===== src/sv/lphsd_pkg.sv =====
// ----------------------------------------------------------------------------
// lphsd_pkg
// Shared widths, constants and the 16*log2 helper for the log-scale
// peak-hold spectrum display slot updater.
// ----------------------------------------------------------------------------
package lphsd_pkg;

    // field widths
    localparam int POWER_W = 16;
    localparam int SLOT_W  = 7;
    localparam int LEVEL_W = 6;
    localparam int GAIN_W  = 3;
    localparam int LOG_W   = 8;
    localparam int FRAC_W  = 4;
    localparam int POS_W   = 4;

    // tdata widths, padded to whole bytes
    localparam int S_TDATA_W = 24;
    localparam int M_TDATA_W = 16;

    // level store geometry: one entry per display slot
    localparam int DISPLAY_SLOTS = 2 ** SLOT_W;

    localparam logic [SLOT_W-1:0]  BLANK_SLOT = SLOT_W'(DISPLAY_SLOTS / 2 - 1);
    localparam logic [LEVEL_W-1:0] LEVEL_MAX  = '1;
    localparam logic [LEVEL_W-1:0] DECAY_STEP = LEVEL_W'(2);
    localparam logic [GAIN_W-1:0]  GAIN_RESET = GAIN_W'(2);

    // fractional part of 16*log2 for the six bits below the leading one
    localparam logic [FRAC_W-1:0] FRAC_TBL [64] = '{
        4'd0,  4'd0,  4'd0,  4'd1,  4'd1,  4'd1,  4'd2,  4'd2,
        4'd2,  4'd3,  4'd3,  4'd3,  4'd3,  4'd4,  4'd4,  4'd4,
        4'd5,  4'd5,  4'd5,  4'd6,  4'd6,  4'd6,  4'd6,  4'd7,
        4'd7,  4'd7,  4'd7,  4'd8,  4'd8,  4'd8,  4'd8,  4'd9,
        4'd9,  4'd9,  4'd9,  4'd10, 4'd10, 4'd10, 4'd10, 4'd10,
        4'd11, 4'd11, 4'd11, 4'd11, 4'd12, 4'd12, 4'd12, 4'd12,
        4'd12, 4'd13, 4'd13, 4'd13, 4'd13, 4'd13, 4'd14, 4'd14,
        4'd14, 4'd14, 4'd14, 4'd15, 4'd15, 4'd15, 4'd15, 4'd15
    };

    // 16*log2 of the power value, zero maps to zero
    function automatic logic [LOG_W-1:0] log16(input logic [POWER_W-1:0] n);
        logic [POS_W-1:0]   pos;
        logic [POS_W-1:0]   shamt;
        logic [POWER_W-1:0] norm;
        pos = '0;
        // leading one position, highest set bit wins
        for (int i = 0; i < POWER_W; i++)
        begin
            if (n[i])
                pos = POS_W'(i);
        end
        // move the leading one up to the top bit
        shamt = POS_W'(POWER_W - 1) - pos;
        norm  = n << shamt;
        if (n == '0)
            return '0;
        return {pos, FRAC_TBL[norm[POWER_W-2 -: 6]]};
    endfunction

endpackage


===== src/sv/lphsd_ram.sv =====
// ----------------------------------------------------------------------------
// lphsd_ram
// Generic single-write, single-read RAM with registered read data.
// ----------------------------------------------------------------------------
module lphsd_ram #(
    parameter int WIDTH = 8,
    parameter int DEPTH = 128
) (
    input  logic                     clk,
    input  logic                     we,
    input  logic [$clog2(DEPTH)-1:0] waddr,
    input  logic [WIDTH-1:0]         wdata,
    input  logic                     re,
    input  logic [$clog2(DEPTH)-1:0] raddr,
    output logic [WIDTH-1:0]         rdata
);

    logic [WIDTH-1:0] mem [DEPTH];

    // write port
    always_ff @(posedge clk)
    begin
        if (we)
            mem[waddr] <= wdata;
    end

    // registered read port, holds when not enabled
    always_ff @(posedge clk)
    begin
        if (re)
            rdata <= mem[raddr];
    end

endmodule


===== src/sv/log_peak_hold_spectrum_display.sv =====
// ----------------------------------------------------------------------------
// log_peak_hold_spectrum_display
// Log-scale fast-attack / slow-release peak hold for spectrum display slots.
// ----------------------------------------------------------------------------
// path: an input transfer is registered in stage 1, its result in the result register on m_axis
// throughput: one item per cycle unless m_axis stalls; the level store read
//   is issued at the input transfer and the write-back of the previous item is forwarded
// reset: valid bits of all 128 slots clear at once, so every level reads as
//   zero; no clearing pass, gain_shift returns to 2
module log_peak_hold_spectrum_display (
    input  logic                               clk,
    input  logic                               rst_n,
    // configuration: gain_shift
    input  logic                               cfg_we,
    input  logic [lphsd_pkg::GAIN_W-1:0]       cfg_wdata,
    // input stream
    input  logic                               s_axis_tvalid,
    output logic                               s_axis_tready,
    input  logic [lphsd_pkg::S_TDATA_W-1:0]    s_axis_tdata,  // power[15:0], slot[22:16]
    // result stream
    output logic                               m_axis_tvalid,
    input  logic                               m_axis_tready,
    output logic [lphsd_pkg::M_TDATA_W-1:0]    m_axis_tdata   // slot_out[6:0], level[12:7]
);

    localparam int SLOT_W  = lphsd_pkg::SLOT_W;
    localparam int LEVEL_W = lphsd_pkg::LEVEL_W;
    localparam int POWER_W = lphsd_pkg::POWER_W;
    localparam int LOG_W   = lphsd_pkg::LOG_W;

    // input fields
    logic [POWER_W-1:0] in_power;
    logic [SLOT_W-1:0]  in_slot;

    // handshake
    logic in_fire;
    logic s1_adv;
    logic s1_fire;

    // configuration register
    logic [lphsd_pkg::GAIN_W-1:0] gain_reg;

    // stage 1: input register
    logic                 s1_valid_reg, s1_valid_next;
    logic [POWER_W-1:0]   s1_power_reg;
    logic [SLOT_W-1:0]    s1_slot_reg;
    logic                 s1_vsnap_reg;
    logic                 byp_reg;
    logic [LEVEL_W-1:0]   byp_level_reg;

    // level store valid bits
    logic [lphsd_pkg::DISPLAY_SLOTS-1:0] valid_reg, valid_next;

    // result register
    logic                 out_valid_reg, out_valid_next;
    logic [SLOT_W-1:0]    out_slot_reg;
    logic [LEVEL_W-1:0]   out_level_reg;

    // stage 1 datapath
    logic [LEVEL_W-1:0]   ram_rdata;
    logic [LEVEL_W-1:0]   stored_level;
    logic [LOG_W-1:0]     log_val;
    logic [LOG_W-1:0]     shifted;
    logic [LEVEL_W-1:0]   val_sat;
    logic [LEVEL_W-1:0]   new_level;

    assign in_power = s_axis_tdata[POWER_W-1:0];
    assign in_slot  = s_axis_tdata[POWER_W +: SLOT_W];

    // handshake: stage 1 moves on when the result register is free or drains
    assign s1_adv        = !out_valid_reg || m_axis_tready;
    assign s1_fire       = s1_valid_reg && s1_adv;
    assign s_axis_tready = !s1_valid_reg || s1_adv;
    assign in_fire       = s_axis_tvalid && s_axis_tready;

    // gain register
    always_ff @(posedge clk or negedge rst_n)
    begin
        if (!rst_n)
            gain_reg <= lphsd_pkg::GAIN_RESET;
        else if (cfg_we)
            gain_reg <= cfg_wdata;
    end

    // level store, read on the input transfer, written from stage 1
    lphsd_ram #(
        .WIDTH (LEVEL_W),
        .DEPTH (lphsd_pkg::DISPLAY_SLOTS)
    ) u_level_ram (
        .clk   (clk),
        .we    (s1_fire),
        .waddr (s1_slot_reg),
        .wdata (new_level),
        .re    (in_fire),
        .raddr (in_slot),
        .rdata (ram_rdata)
    );

    // stored level: forwarded write-back, else store, else reset value
    always_comb
    begin
        if (byp_reg)
            stored_level = byp_level_reg;
        else if (s1_vsnap_reg)
            stored_level = ram_rdata;
        else
            stored_level = '0;
    end

    // log value, gain shift and saturation
    always_comb
    begin
        log_val = lphsd_pkg::log16(s1_power_reg);
        shifted = log_val >> gain_reg;
        if (shifted > LOG_W'(lphsd_pkg::LEVEL_MAX))
            val_sat = lphsd_pkg::LEVEL_MAX;
        else
            val_sat = shifted[LEVEL_W-1:0];
    end

    // fast attack, slow release, blanked slot forced to zero
    always_comb
    begin
        if (s1_slot_reg == lphsd_pkg::BLANK_SLOT)
            new_level = '0;
        else if (val_sat >= stored_level)
            new_level = val_sat;
        else if (stored_level > lphsd_pkg::DECAY_STEP)
            new_level = stored_level - lphsd_pkg::DECAY_STEP;
        else
            new_level = '0;
    end

    // valid bits set on write-back
    always_comb
    begin
        valid_next = valid_reg;
        if (s1_fire)
            valid_next[s1_slot_reg] = 1'b1;
    end

    // control next values
    always_comb
    begin
        if (in_fire)
            s1_valid_next = 1'b1;
        else if (s1_adv)
            s1_valid_next = 1'b0;
        else
            s1_valid_next = s1_valid_reg;

        if (s1_adv)
            out_valid_next = s1_valid_reg;
        else
            out_valid_next = out_valid_reg;
    end

    // control registers
    always_ff @(posedge clk or negedge rst_n)
    begin
        if (!rst_n)
        begin
            s1_valid_reg  <= 1'b0;
            out_valid_reg <= 1'b0;
            valid_reg     <= '0;
            byp_reg       <= 1'b0;
        end
        else
        begin
            s1_valid_reg  <= s1_valid_next;
            out_valid_reg <= out_valid_next;
            valid_reg     <= valid_next;
            if (in_fire)
                byp_reg <= s1_fire && (s1_slot_reg == in_slot);
        end
    end

    // stage 1 payload
    always_ff @(posedge clk)
    begin
        if (in_fire)
        begin
            s1_power_reg  <= in_power;
            s1_slot_reg   <= in_slot;
            s1_vsnap_reg  <= valid_reg[in_slot];
            byp_level_reg <= new_level;
        end
    end

    // result payload
    always_ff @(posedge clk)
    begin
        if (s1_fire)
        begin
            out_slot_reg  <= s1_slot_reg;
            out_level_reg <= new_level;
        end
    end

    assign m_axis_tvalid = out_valid_reg;
    assign m_axis_tdata  = {(lphsd_pkg::M_TDATA_W - SLOT_W - LEVEL_W)'(0),
                            out_level_reg, out_slot_reg};

`ifndef SYNTHESIS
    // blanked slot is always shown as zero
    a_blank_zero: assert property (@(posedge clk) disable iff (!rst_n)
        out_valid_reg && (out_slot_reg == lphsd_pkg::BLANK_SLOT)
        |-> (out_level_reg == '0))
        else $error("blanked slot shows a nonzero level");

    // no new item taken while stage 1 is stuck behind a full result register
    a_no_accept_stalled: assert property (@(posedge clk) disable iff (!rst_n)
        s1_valid_reg && out_valid_reg && !m_axis_tready |-> !s_axis_tready)
        else $error("input taken while stage 1 stalls");

    // a written slot is marked valid afterwards
    a_valid_after_write: assert property (@(posedge clk) disable iff (!rst_n)
        s1_fire |=> valid_reg[$past(s1_slot_reg)])
        else $error("valid bit not set after write-back");

    // a write-back to the slot of the incoming transfer is always forwarded
    a_bypass_source: assert property (@(posedge clk) disable iff (!rst_n)
        in_fire && s1_fire && (s1_slot_reg == in_slot) |=> byp_reg)
        else $error("missed forwarding of same-slot write-back");
`endif

endmodule

===== config.mk =====
export PLATFORM = sky130hd
export DESIGN_NAME = log_peak_hold_spectrum_display
export DESIGN_NICKNAME = d
export VERILOG_FILES = /design/src/sv/lphsd_pkg.sv /design/src/sv/lphsd_ram.sv /design/src/sv/log_peak_hold_spectrum_display.sv
export SDC_FILE = /design/constraint.sdc
export NUM_CORES = 1
export LEC_CHECK = 0
export BUFFER_PORTS_ARGS = -buffer_cell sky130_fd_sc_hd__buf_2
export CAP_MARGIN = 40
export CORE_MARGIN = 3
export CORE_UTILIZATION = 40
export CTS_CLUSTER_SIZE = 14
export DETAILED_ROUTE_END_ITERATION = 8
export PLACE_DENSITY = 0.67
export SYNTH_ARGS = -nofsm -noshare
export SYNTH_HDL_FRONTEND = slang
export SYNTH_SLANG_ARGS = --single-unit

===== constraint.sdc =====
create_clock -name clk -period 18.1 [get_ports clk]
set_input_delay 1.81 -clock clk [delete_from_list [all_inputs] [get_ports clk]]
set_output_delay 1.81 -clock clk [all_outputs]
set_load 0.02 [all_outputs]

* Yosys cells after proc, flatten, opt, wreduce, memory -nomap -nowiden *
Memory sizes are Yosys's and may differ from the RTL's. A register that Yosys moved wholly into a read port is not among the register bits.
Index checks and enable logic that the tools add are counted.

word-level totals
  register bits = 177
  bits in writable memories = 768
  memory bits (read-only) = 256
  output and inout port bits = 18
  word-level logic and storage cells = 72
  memories = 2

memories
  name              words  width  read ports  clocked after memory_dff  wr ports  RTL line         source
  u_level_ram.mem   128    6      1           1                         1         lphsd_ram.sv:18  logic [WIDTH-1:0] mem [DEPTH];
  (name not given)  64     4      1           0                         0         lphsd_pkg.sv:58  return {pos, FRAC_TBL[norm[POWER_W-2 -: 6]]};

cells by class
  add/subtract/negate cells = 2
  order comparisons = 7
  equality and inequality tests = 2
  shifts and indexed selects = 2
  muxes and demuxes = 34
  bitwise logic cells = 2
  reduce and logical (&&, ||, !) cells = 10

operators by type and width
  kind                                                                                 count
  128-bit OR                                                                           1
  4-bit two-way mux                                                                    16
  6-bit two-way mux                                                                    6
  16-bit zero test                                                                     1
  7-bit by 8-bit less-than comparator with 1-bit output, second input constant         2
  8-bit two-way mux                                                                    2
  16-bit by 4-bit << shifter with 15-bit output                                        1
  8-bit by 6-bit > comparator with 1-bit output, second input constant                 1
  1-bit two-way mux                                                                    8
  8-bit by 3-bit right shift with 8-bit output                                         1
  1-bit binary-select mux with 7-bit select                                            1
  1-bit demux with 7-bit select                                                        1
  7-bit by 6-bit equality test with 1-bit output, second input constant                1
  7-bit equality test                                                                  1
  7-bit by 1-bit greater-or-equal comparator with 1-bit output, second input constant  1
  7-bit greater-or-equal comparator, second input constant                             1
  6-bit inverter with 7-bit output                                                     1
  6-bit greater-or-equal comparator                                                    1
  6-bit by 2-bit > comparator with 1-bit output, second input constant                 1
  6-bit by 2-bit subtractor with 6-bit output, second input constant                   1
  1-bit logical AND                                                                    4
  4-bit subtractor, first input constant                                               1
  1-bit zero test                                                                      2
  1-bit logical OR                                                                     2
  2-bit nonzero test                                                                   1

* Logic depth before layout (Yosys ltp) *
Gate-level depths: netlist of the first run.

  word-level depth = 28
  depth in mapped cells = 25
  depth with buffers taken out = 22

* Hierarchy *
Synthesis of the first run repeated with hierarchy kept, for this count alone.

second synthesis, totals
  cell total of the unflattened synthesis = 1997
  area, all modules = 38827.2 um^2

modules (own cells, without submodules)
  module                          times used  cells each  area an instance (um^2)  sequential area each (um^2)
  lphsd_ram                       1           1271        29983.8                  23242.3
  log_peak_hold_spectrum_display  1           726         8843.5                   4645.7

* Least setup slack after synthesis of the first run *
Ideal clock, no wire load.

  path type = reg2reg
  start = reg s1_power_reg[9]
  end = reg byp_level_reg[5] (data pin)
  setup time = 1245 ps
  arrival = 9343 ps
  path slack = 7512 ps
  cell stages (with the launch flop) = 24
  period minus slack after synthesis = 10588 ps
  cell sequence = edfxtp_1 buf_6 nor3_4 and2_1 buf_6 nor4b_1 a311oi_1 mux2i_2 o311ai_4 o21ai_2 and4_2 a211oi_2 o31a_1 nand2_1 ha_1 nand2b_1 a21o_1 a21oi_1 nor2b_1 o21ai_0 nand2b_1 a21oi_1 nor2_1 a211oi_1

on the way
  word-level cells in the longest chain between the ends = 20

RTL lines
  element                                                 RTL line                               source
  from (decl)                                             log_peak_hold_spectrum_display.sv:45   logic [POWER_W-1:0] s1_power_reg;
  from (signal assigned)                                  log_peak_hold_spectrum_display.sv:183  s1_power_reg <= in_power;
  4-bit two-way mux (7 in series)                         lphsd_pkg.sv:50                        if (n[i])
  4-bit subtractor                                        lphsd_pkg.sv:54                        shamt = POS_W'(POWER_W - 1) - pos;
  16-bit by 4-bit << shifter with 15-bit output           lphsd_pkg.sv:55                        norm = n << shamt;
  6-bit inverter with 7-bit output (implied by the code)  lphsd_pkg.sv:58
  memory 64 x 4 bit                                       --
  4-bit two-way mux (implied by the code) (2 in series)   lphsd_pkg.sv:58
  8-bit two-way mux *                                     lphsd_pkg.sv:58
  8-bit by 3-bit right shift with 8-bit output *          log_peak_hold_spectrum_display.sv:114  shifted = log_val >> gain_reg;
  8-bit by 6-bit > comparator with 1-bit output           log_peak_hold_spectrum_display.sv:115  if (shifted > LOG_W'(lphsd_pkg::LEVEL_MAX))
  6-bit two-way mux *                                     log_peak_hold_spectrum_display.sv:115
  6-bit greater-or-equal comparator                       log_peak_hold_spectrum_display.sv:126  else if (val_sat >= stored_level)
  6-bit two-way mux *                                     log_peak_hold_spectrum_display.sv:126
  6-bit two-way mux *                                     log_peak_hold_spectrum_display.sv:124  if (s1_slot_reg == lphsd_pkg::BLANK_SLOT)
  via new_level[5]                                        log_peak_hold_spectrum_display.sv:65   logic [LEVEL_W-1:0] new_level;
  to (signal assigned)                                    log_peak_hold_spectrum_display.sv:186  byp_level_reg <= new_level;
  to (decl)                                               log_peak_hold_spectrum_display.sv:49   logic [LEVEL_W-1:0] byp_level_reg;

The timed path passes the listed nets; every way through them passes the cells marked *. The select of a mux whose other input is x is not followed.
A chain may end at the register's enable or synchronous reset.

* Worst setup path after layout of the first run *
  start = reg s1_power_reg[13]
  end = mem u_level_ram.mem[46][1] in the netlist's numbering (data pin)

on the way
  word-level cells in the longest chain between the ends = 16

RTL lines
  element                                                 RTL line
  4-bit two-way mux (3 in series)                         lphsd_pkg.sv:50
  4-bit subtractor                                        lphsd_pkg.sv:54
  16-bit by 4-bit << shifter with 15-bit output           lphsd_pkg.sv:55
  6-bit inverter with 7-bit output (implied by the code)  lphsd_pkg.sv:58
  memory 64 x 4 bit                                       --
  4-bit two-way mux (implied by the code) (2 in series)   lphsd_pkg.sv:58
  8-bit two-way mux *                                     lphsd_pkg.sv:58
  8-bit by 3-bit right shift with 8-bit output *          log_peak_hold_spectrum_display.sv:114
  8-bit by 6-bit > comparator with 1-bit output           log_peak_hold_spectrum_display.sv:115
  6-bit two-way mux *                                     log_peak_hold_spectrum_display.sv:115
  6-bit greater-or-equal comparator                       log_peak_hold_spectrum_display.sv:126
  6-bit two-way mux *                                     log_peak_hold_spectrum_display.sv:126
  6-bit two-way mux *                                     log_peak_hold_spectrum_display.sv:124
  via new_level[1]                                        log_peak_hold_spectrum_display.sv:65
  to (decl)                                               lphsd_ram.sv:18

Marked as above.

==> results of run 1 <==
-- cell usage after synthesis, types with 4 or more instances --
cell type,instances
edfxtp_1,817
o21ai_0,14
dfrtp_1,133
and2_1,6
mux2i_1,4
nand2b_1,10
nand2_1,46
buf_4,7
inv_1,7
ha_1,7
nor3_1,7
a31oi_1,8
o211ai_1,8
o31ai_1,8
clkbuf_1,57
xnor2_1,8
nand4_1,7
buf_6,5
nand3_1,28
a211oi_1,7
a22oi_1,4
mux2_2,9
buf_1,27
buf_2,9
a22o_1,5
nor2b_1,14
a21oi_1,17
mux4_2,294
o311ai_0,4
nor2_1,168
or2_2,128
-- logic make-up after synthesis --
kind of cell / count (synthesis)
xor+xnor: 9
mux: 308
buf+inv: 113
fa+ha+maj: 7
other cells: 1
flops: 951
simple gates: 429
compound gates: 130
-- area by class of cell --
class                      instances  area, sq um
antenna                            2         5.00
tap                             1265         1580
fill                            7933        51600
sequential                       951        27900
clock buffer                     131         2600
inverter                           8         30.0
multi-input combinational        886        10200
timing repair buffer              80          709
clock inverter                    47          622
-- stage by stage --
stage / instances / hold slack, ns / power, uW
5_1_grt: 3369 / 0.473 / 5350
6_report: 3370 / 0.460 / 5190
3_3_place_gp: 3178 / 0.443 / 3170
2_1_floorplan: 1950 / 0.424 / 3000
3_5_place_dp: 3189 / 0.448 / 3210
4_1_cts: 3367 / 0.463 / 5220
-- where the power goes --
group          switching [uW]  internal [uW]  total [uW]
Combinational             354            180         534
Sequential               34.6           2600        2630
Clock                     825           1200        2020
Total                    1210           3970        5190
-- cell usage in the layout, fill, tap and decap left out, types with 6 or more instances in the layout --
cell,n
edfxtp_1,817
mux4_2,294
nor2_1,168
dfrtp_1,133
or2_2,128
clkbuf_16,96
nand2_1,46
buf_2,41
clkbuf_1,28
nand3_1,24
buf_4,24
a21oi_1,17
nor2b_1,14
o21ai_0,14
clkinv_2,14
bufinv_16,13
clkinv_1,11
nand2b_1,10
mux2_2,9
o31ai_1,8
a31oi_1,8
o211ai_1,8
xnor2_1,8
inv_1,7
nor3_1,7
nand4_1,7
ha_1,7
clkbuf_8,7
buf_16,7
and2_1,6
-- metal layers --
metal  vias to the layer above  track usage, %
met1                     10400            25.7
met2                       779            27.5
li1                       8073               -
met5                         -               0
met3                       137            3.10
met4                         0            4.42
-- worst max-delay path: stages (launching register included) --
cell       delay [ns]
edfxtp_1         0.52
nor2b_1          0.22
nor2_1           0.74
a2bb2oi_1        0.13
a311oi_1         0.43
mux2i_2          0.22
o311ai_4         0.44
o21ai_2          0.18
and4_2           0.25
a211oi_2         0.25
o31a_1           0.20
nand2_1          0.07
ha_1             0.26
nand2b_1         0.14
a21o_1           0.17
a21oi_1          0.14
nor2b_1          0.06
o21ai_0          0.16
nand2b_1         0.08
a21oi_1          0.58
inv_1            0.10
a311oi_1         0.79
a22o_4           0.52
buf_4            0.83
-- worst paths after layout --
| kind | startpoint | endpoint | slack, ns | cells after the start |
|---|---|---|---|---|
| worst max-delay path | s1_power_reg[13]$_DFFE_PP_ | u_level_ram.mem[46][1]$_DFFE_PP_ | 10.16 | 23 |
| worst min-delay path | valid_reg[50]$_DFFE_PN0P_ | valid_reg[50]$_DFFE_PN0P_ | 0.46 | 1 |
| worst max register to register | s1_power_reg[13]$_DFFE_PP_ | u_level_ram.mem[46][1]$_DFFE_PP_ | 10.16 | 23 |
| worst min register to register | valid_reg[50]$_DFFE_PN0P_ | valid_reg[50]$_DFFE_PN0P_ | 0.46 | 1 |
| max in group asynchronous | rst_n | gain_reg[1]$_DFFE_PN1P_ | 15.79 | 3 |
| min in group asynchronous | rst_n | valid_reg[80]$_DFFE_PN0P_ | 1.19 | 1 |
==> results_dict.tcl, run 1 <==
set metrics [dict create \
    finalSetupTns_ns 0 \
    netlist_instances 1948 \
    cts_tree "built" \
    area_growth_syn_to_layout_pct 13.3 \
    period_share_pct 43.9 \
    firstDrtPassIters 5 \
    synth_cell_types 82 \
    clock-sinks 951 \
    start_util_pct 40.4 \
    drc_errors 0 \
    ctsHtreeMaxLevel 3 \
    netlist_area_sq_mm 0.0385 \
    top_layer "met4" \
    wl_um 87200 \
    fmax_mhz 126 \
    pre_cts_ws_ns 10.33 \
    max-slew-margin-rel_pct 33.6 \
    yosysSeqAreaShare_pct 72.4 \
    synth.avg_cell_area_sq_um 19.8 \
    drt_iter0_drc 2088 \
    synth-seq-cells 951 \
    fin_ws_ns 10.16 \
    synth_mux_area_share_pct 17.6 \
    rsz0062_at_grt "no" \
    synth_flop_cell "edfxtp_1" \
    finalClockSkew_ns 0.0292 \
    die_width_um 316 \
    grt_pass1_vias 19700 \
    dp_hpwl_um 52600 \
    status "finished clean" \
    routed_via_density 5.76 \
    yosys.area.top_type "edfxtp_1" \
    synth_area_leaders "edfxtp_1 64%, mux4_2 17%, dfrtp_1 8.6%" \
    grt_use_total_pct 17.6 \
    power-per-cell-area_mw_per_mm2 119 \
    worstSetupEndpointType "flip-flop" \
    hp-class "flip-flop to flip-flop" \
    max_slew.worst_pin.slew_ns 0.995 \
    die-area_sq_mm 0.100 \
    post_cts_buffers 0 \
    cts_buffers 94 \
    crit_arrival_ns 8.24 \
    wl_met3_um 6500 \
    yosys_warnings 0 \
    antenna_found_initial 3 \
    synth_top_area_share_pct 63.7 \
    num_io_pins 50 \
    post-route-util_pct 45.8 \
    total_leakage_power_uw 0.0146 \
    maxCapViolCount 0 \
    path_clk_slew_ns 0.06 \
    worstPathMaxFanout 92 \
    grt_max_degree 103 \
    nets 2060 \
    drive_gt1_share_pct 32.6 \
    ant_nets 0 \
    cts_resized 0 \
    numPortBuffers 45 \
    layout_min_cycle_time_ns 7.94 \
    ctsHoldBuffers 0 \
    path_class "flip-flop to flip-flop" \
    rows 113 \
    clk_latency_ns 0.66 \
    async_flop_share_pct 14.1 \
    synth_compound_area_share_pct 2.70 \
    met1_length_um 37100 \
    synthAdderAreaFrac_pct 0.227 \
    slew_violations 0 \
    largest_reg_flops 768 \
    finalInstanceArea_sq_mm 0.0437 \
    dr_wl_met2_um 41700 \
    core-area_sq_mm 0.0953 \
    cts-root-buf "clkbuf_16" \
    finalHoldViolCount 0 \
    yosys.area_share.simple_pct 5.61 \
    synth_top_family_by_area "multiplexers" \
    crit_path_start_kind "flip-flop" \
    wl_per_cell_um 25.9 \
    clockBufferDepth 3 \
    grt_first_pass_wirelength_um 132000 \
    synth_edf_count 817 \
    num_vias 19400 \
    routabilityCongestion 0.835 \
    required_ns 18.40 \
    dieHeight_um 316 \
    irDropWorstVdd_mv 0.0706 \
    placed_cell_area_sq_mm 0.0404 \
    synthXorXnorAreaFrac_pct 0.205 \
    gr-total-overflow 0 \
    setup_viol 0 \
]
Note: power is estimated with default switching activity, not from simulation.
==> run 2: changes to the inputs <==
--- a/config.mk
+++ b/config.mk
@@ -11,7 +11,7 @@
 export CORE_UTILIZATION = 40
 export CTS_CLUSTER_SIZE = 14
 export DETAILED_ROUTE_END_ITERATION = 8
-export PLACE_DENSITY = 0.67
+export PLACE_DENSITY = 0.69
 export SYNTH_ARGS = -nofsm -noshare
 export SYNTH_HDL_FRONTEND = slang
 export SYNTH_SLANG_ARGS = --single-unit
==> constraint.sdc (replaced) <==
create_clock -name clk -period 7.2 [get_ports clk]
set_input_delay 0.72 -clock clk [delete_from_list [all_inputs] [get_ports clk]]
set_output_delay 0.72 -clock clk [all_outputs]
set_load 0.02 [all_outputs]
==> results_dict.tcl, run 2 (synthesis gave the netlist of run 1 again) <==
set metrics [dict create \
    post-route-util_pct 46.1 \
    multi_input_area_sq_mm 0.0102 \
    die_width_um 316 \
    area_growth_syn_to_layout_pct 13.9 \
    grt_first_pass_wirelength_um 130000 \
    dieHeight_um 316 \
    fin_ws_ns 0.609 \
    slew_violations 0 \
    dp_hpwl_um 52200 \
    numPortBuffers 45 \
    die-area_sq_mm 0.100 \
    crit_top_cell "a21oi_1" \
    routed_via_density 5.74 \
    mostFrequentLayoutCells "817 x edfxtp_1, 294 x mux4_2, 168 x nor2_1, 133 x dfrtp_1, 128 x or2_2" \
    cts_buffers 95 \
    drc_errors 0 \
    wl_per_cell_um 25.4 \
    critical-path-slowest-cell "a211oi_1" \
    fmax_mhz 152 \
    max-slew-margin-rel_pct 39.6 \
    path_clk_slew_ns 0.06 \
    irDropWorstVdd_mv 0.178 \
    layout_min_cycle_time_ns 6.59 \
    status "finished clean" \
    rows 113 \
    drive_gt1_share_pct 33.6 \
    clock-sinks 951 \
    crit_arrival_ns 7.06 \
    period_share_pct 91.5 \
    routabilityCongestion 0.829 \
    largest_reg_flops 768 \
    post_cts_buffers 0 \
    num_io_pins 50 \
    crit_path_max_incr_delay_ns 0.80 \
    crit_path_start_kind "flip-flop" \
    num_vias 19400 \
    rsz0062_at_grt "no" \
    nets 2065 \
    worstPathMaxFanout 46 \
    gr-total-overflow 0 \
    grt_pass1_vias 19900 \
    layout_commonest_cell "edfxtp_1" \
    finalClockSkew_ns 0.0383 \
    ctsHtreeMaxLevel 3 \
    drt_iter0_drc 2120 \
    wl_um 85900 \
    core-area_sq_mm 0.0953 \
    antenna_found_initial 4 \
    clk_latency_ns 0.66 \
    power_uw 13300 \
    hp-class "input pin to asynchronous set/reset pin" \
    power-per-cell-area_mw_per_mm2 303 \
    fill_cells 7826 \
    seq_area_sq_mm 0.0279 \
    pre_cts_ws_ns 0.775 \
    path_class "flip-flop to flip-flop" \
    grt_use_total_pct 17.2 \
    total_leakage_power_uw 0.0148 \
    ant_nets 0 \
    firstDrtPassIters 5 \
    reg2regPathDepth 24 \
    cts-root-buf "clkbuf_16" \
    cts_resized 0 \
    start_util_pct 40.4 \
    ctsHoldBuffers 0 \
    maxCapViolCount 0 \
    worstSetupEndpointType "flip-flop" \
    finalHoldViolCount 0 \
    required_ns 7.67 \
    max_slew.worst_pin.slew_ns 0.900 \
    grt_max_degree 120 \
    cts_tree "built" \
    clockBufferDepth 3 \
    setup_viol 0 \
    path_cells "nor2_1, nand2_1, a21oi_1, a221oi_1, a211oi_1, nand3_1, a21oi_1, nand4bb_1, nand4b_1, nand2_1, ha_1, nand2b_1, a21o_1, a21oi_1, nor2b_1, o21ai_0, nand2b_1, a21oi_1, buf_4, inv_1, a311oi_1, buf_4, a22o_4, buf_4" \
]
-- run 2: cell count changes in the layout (fill, tap and decap cells not counted), sizes merged --
cell / before / now
clkbuf: 131 / 123
buf: 80 / 84
bufinv: 13 / 17
clkinv: 27 / 31
clkinvlp: 3 / 5
diode: 2 / 3
inv: 12 / 11
-- run 2: stage by stage --
| step | area, sq um | hold slack, ns | TNS, ns | instances |
|---|---|---|---|---|
| 2_1_floorplan | 38600 | 0.424 | -156.37 | 1950 |
| 3_3_place_gp | 40400 | 0.444 | 0 | 3191 |
| 3_5_place_dp | 40500 | 0.448 | 0 | 3194 |
| 4_1_cts | 43900 | 0.107 | 0 | 3373 |
| 5_1_grt | 43900 | 0.151 | 0 | 3373 |
| 6_report | 43900 | 0.102 | 0 | 3376 |
-- run 2: worst max-delay path: cells and delay by family (launching register included) --
family	cells	cell delay, ns
AO/OA/AOI/OAI	10	3.39
AND/OR/NAND/NOR	9	1.38
buffers and inverters	4	0.80
flip-flops	1	0.56
adder cells (fa/ha/maj)	1	0.21
-- run 2: per-layer routing --
metal	GRT usage [%]	part of all wire, %	vias to the layer above
li1	-	-	8091
met1	24.0	41	10400
met2	27.7	49	809
met3	3.46	7.2	135
met4	5.24	2.6	2
met5	0	0.014	-
-- run 2: path summary, 6_finish.rpt --
check	from	end	slack, ns
max	s1_power_reg[15]$_DFFE_PP_	u_level_ram.mem[98][2]$_DFFE_PP_	0.61
min	rst_n	valid_reg[87]$_DFFE_PN0P_	0.10
max reg2reg	s1_power_reg[15]$_DFFE_PP_	u_level_ram.mem[98][2]$_DFFE_PP_	0.61
min reg2reg	valid_reg[50]$_DFFE_PN0P_	valid_reg[50]$_DFFE_PN0P_	0.46
max in group asynchronous	rst_n	gain_reg[2]$_DFFE_PN0P_	5.70
min in group clk	s_axis_tdata[8]	s1_power_reg[8]$_DFFE_PP_	0.24
-- run 2: layout make-up --
class | instances | area share, %
clock buffers | 123 | 6.00
flip-flops and latches | 951 | 63.5
inverters | 8 | 0.0684
diodes | 3 | 0.0171
well taps | 1265 | 3.60
multi-input cells | 886 | 23.3
repair buffers | 84 | 1.65
clock inverters | 56 | 1.85
-- run 2: where the power goes --
group,switching (uW),internal [uW]
registers,84.9,6520
logic,872,473
clock network,2110,3220
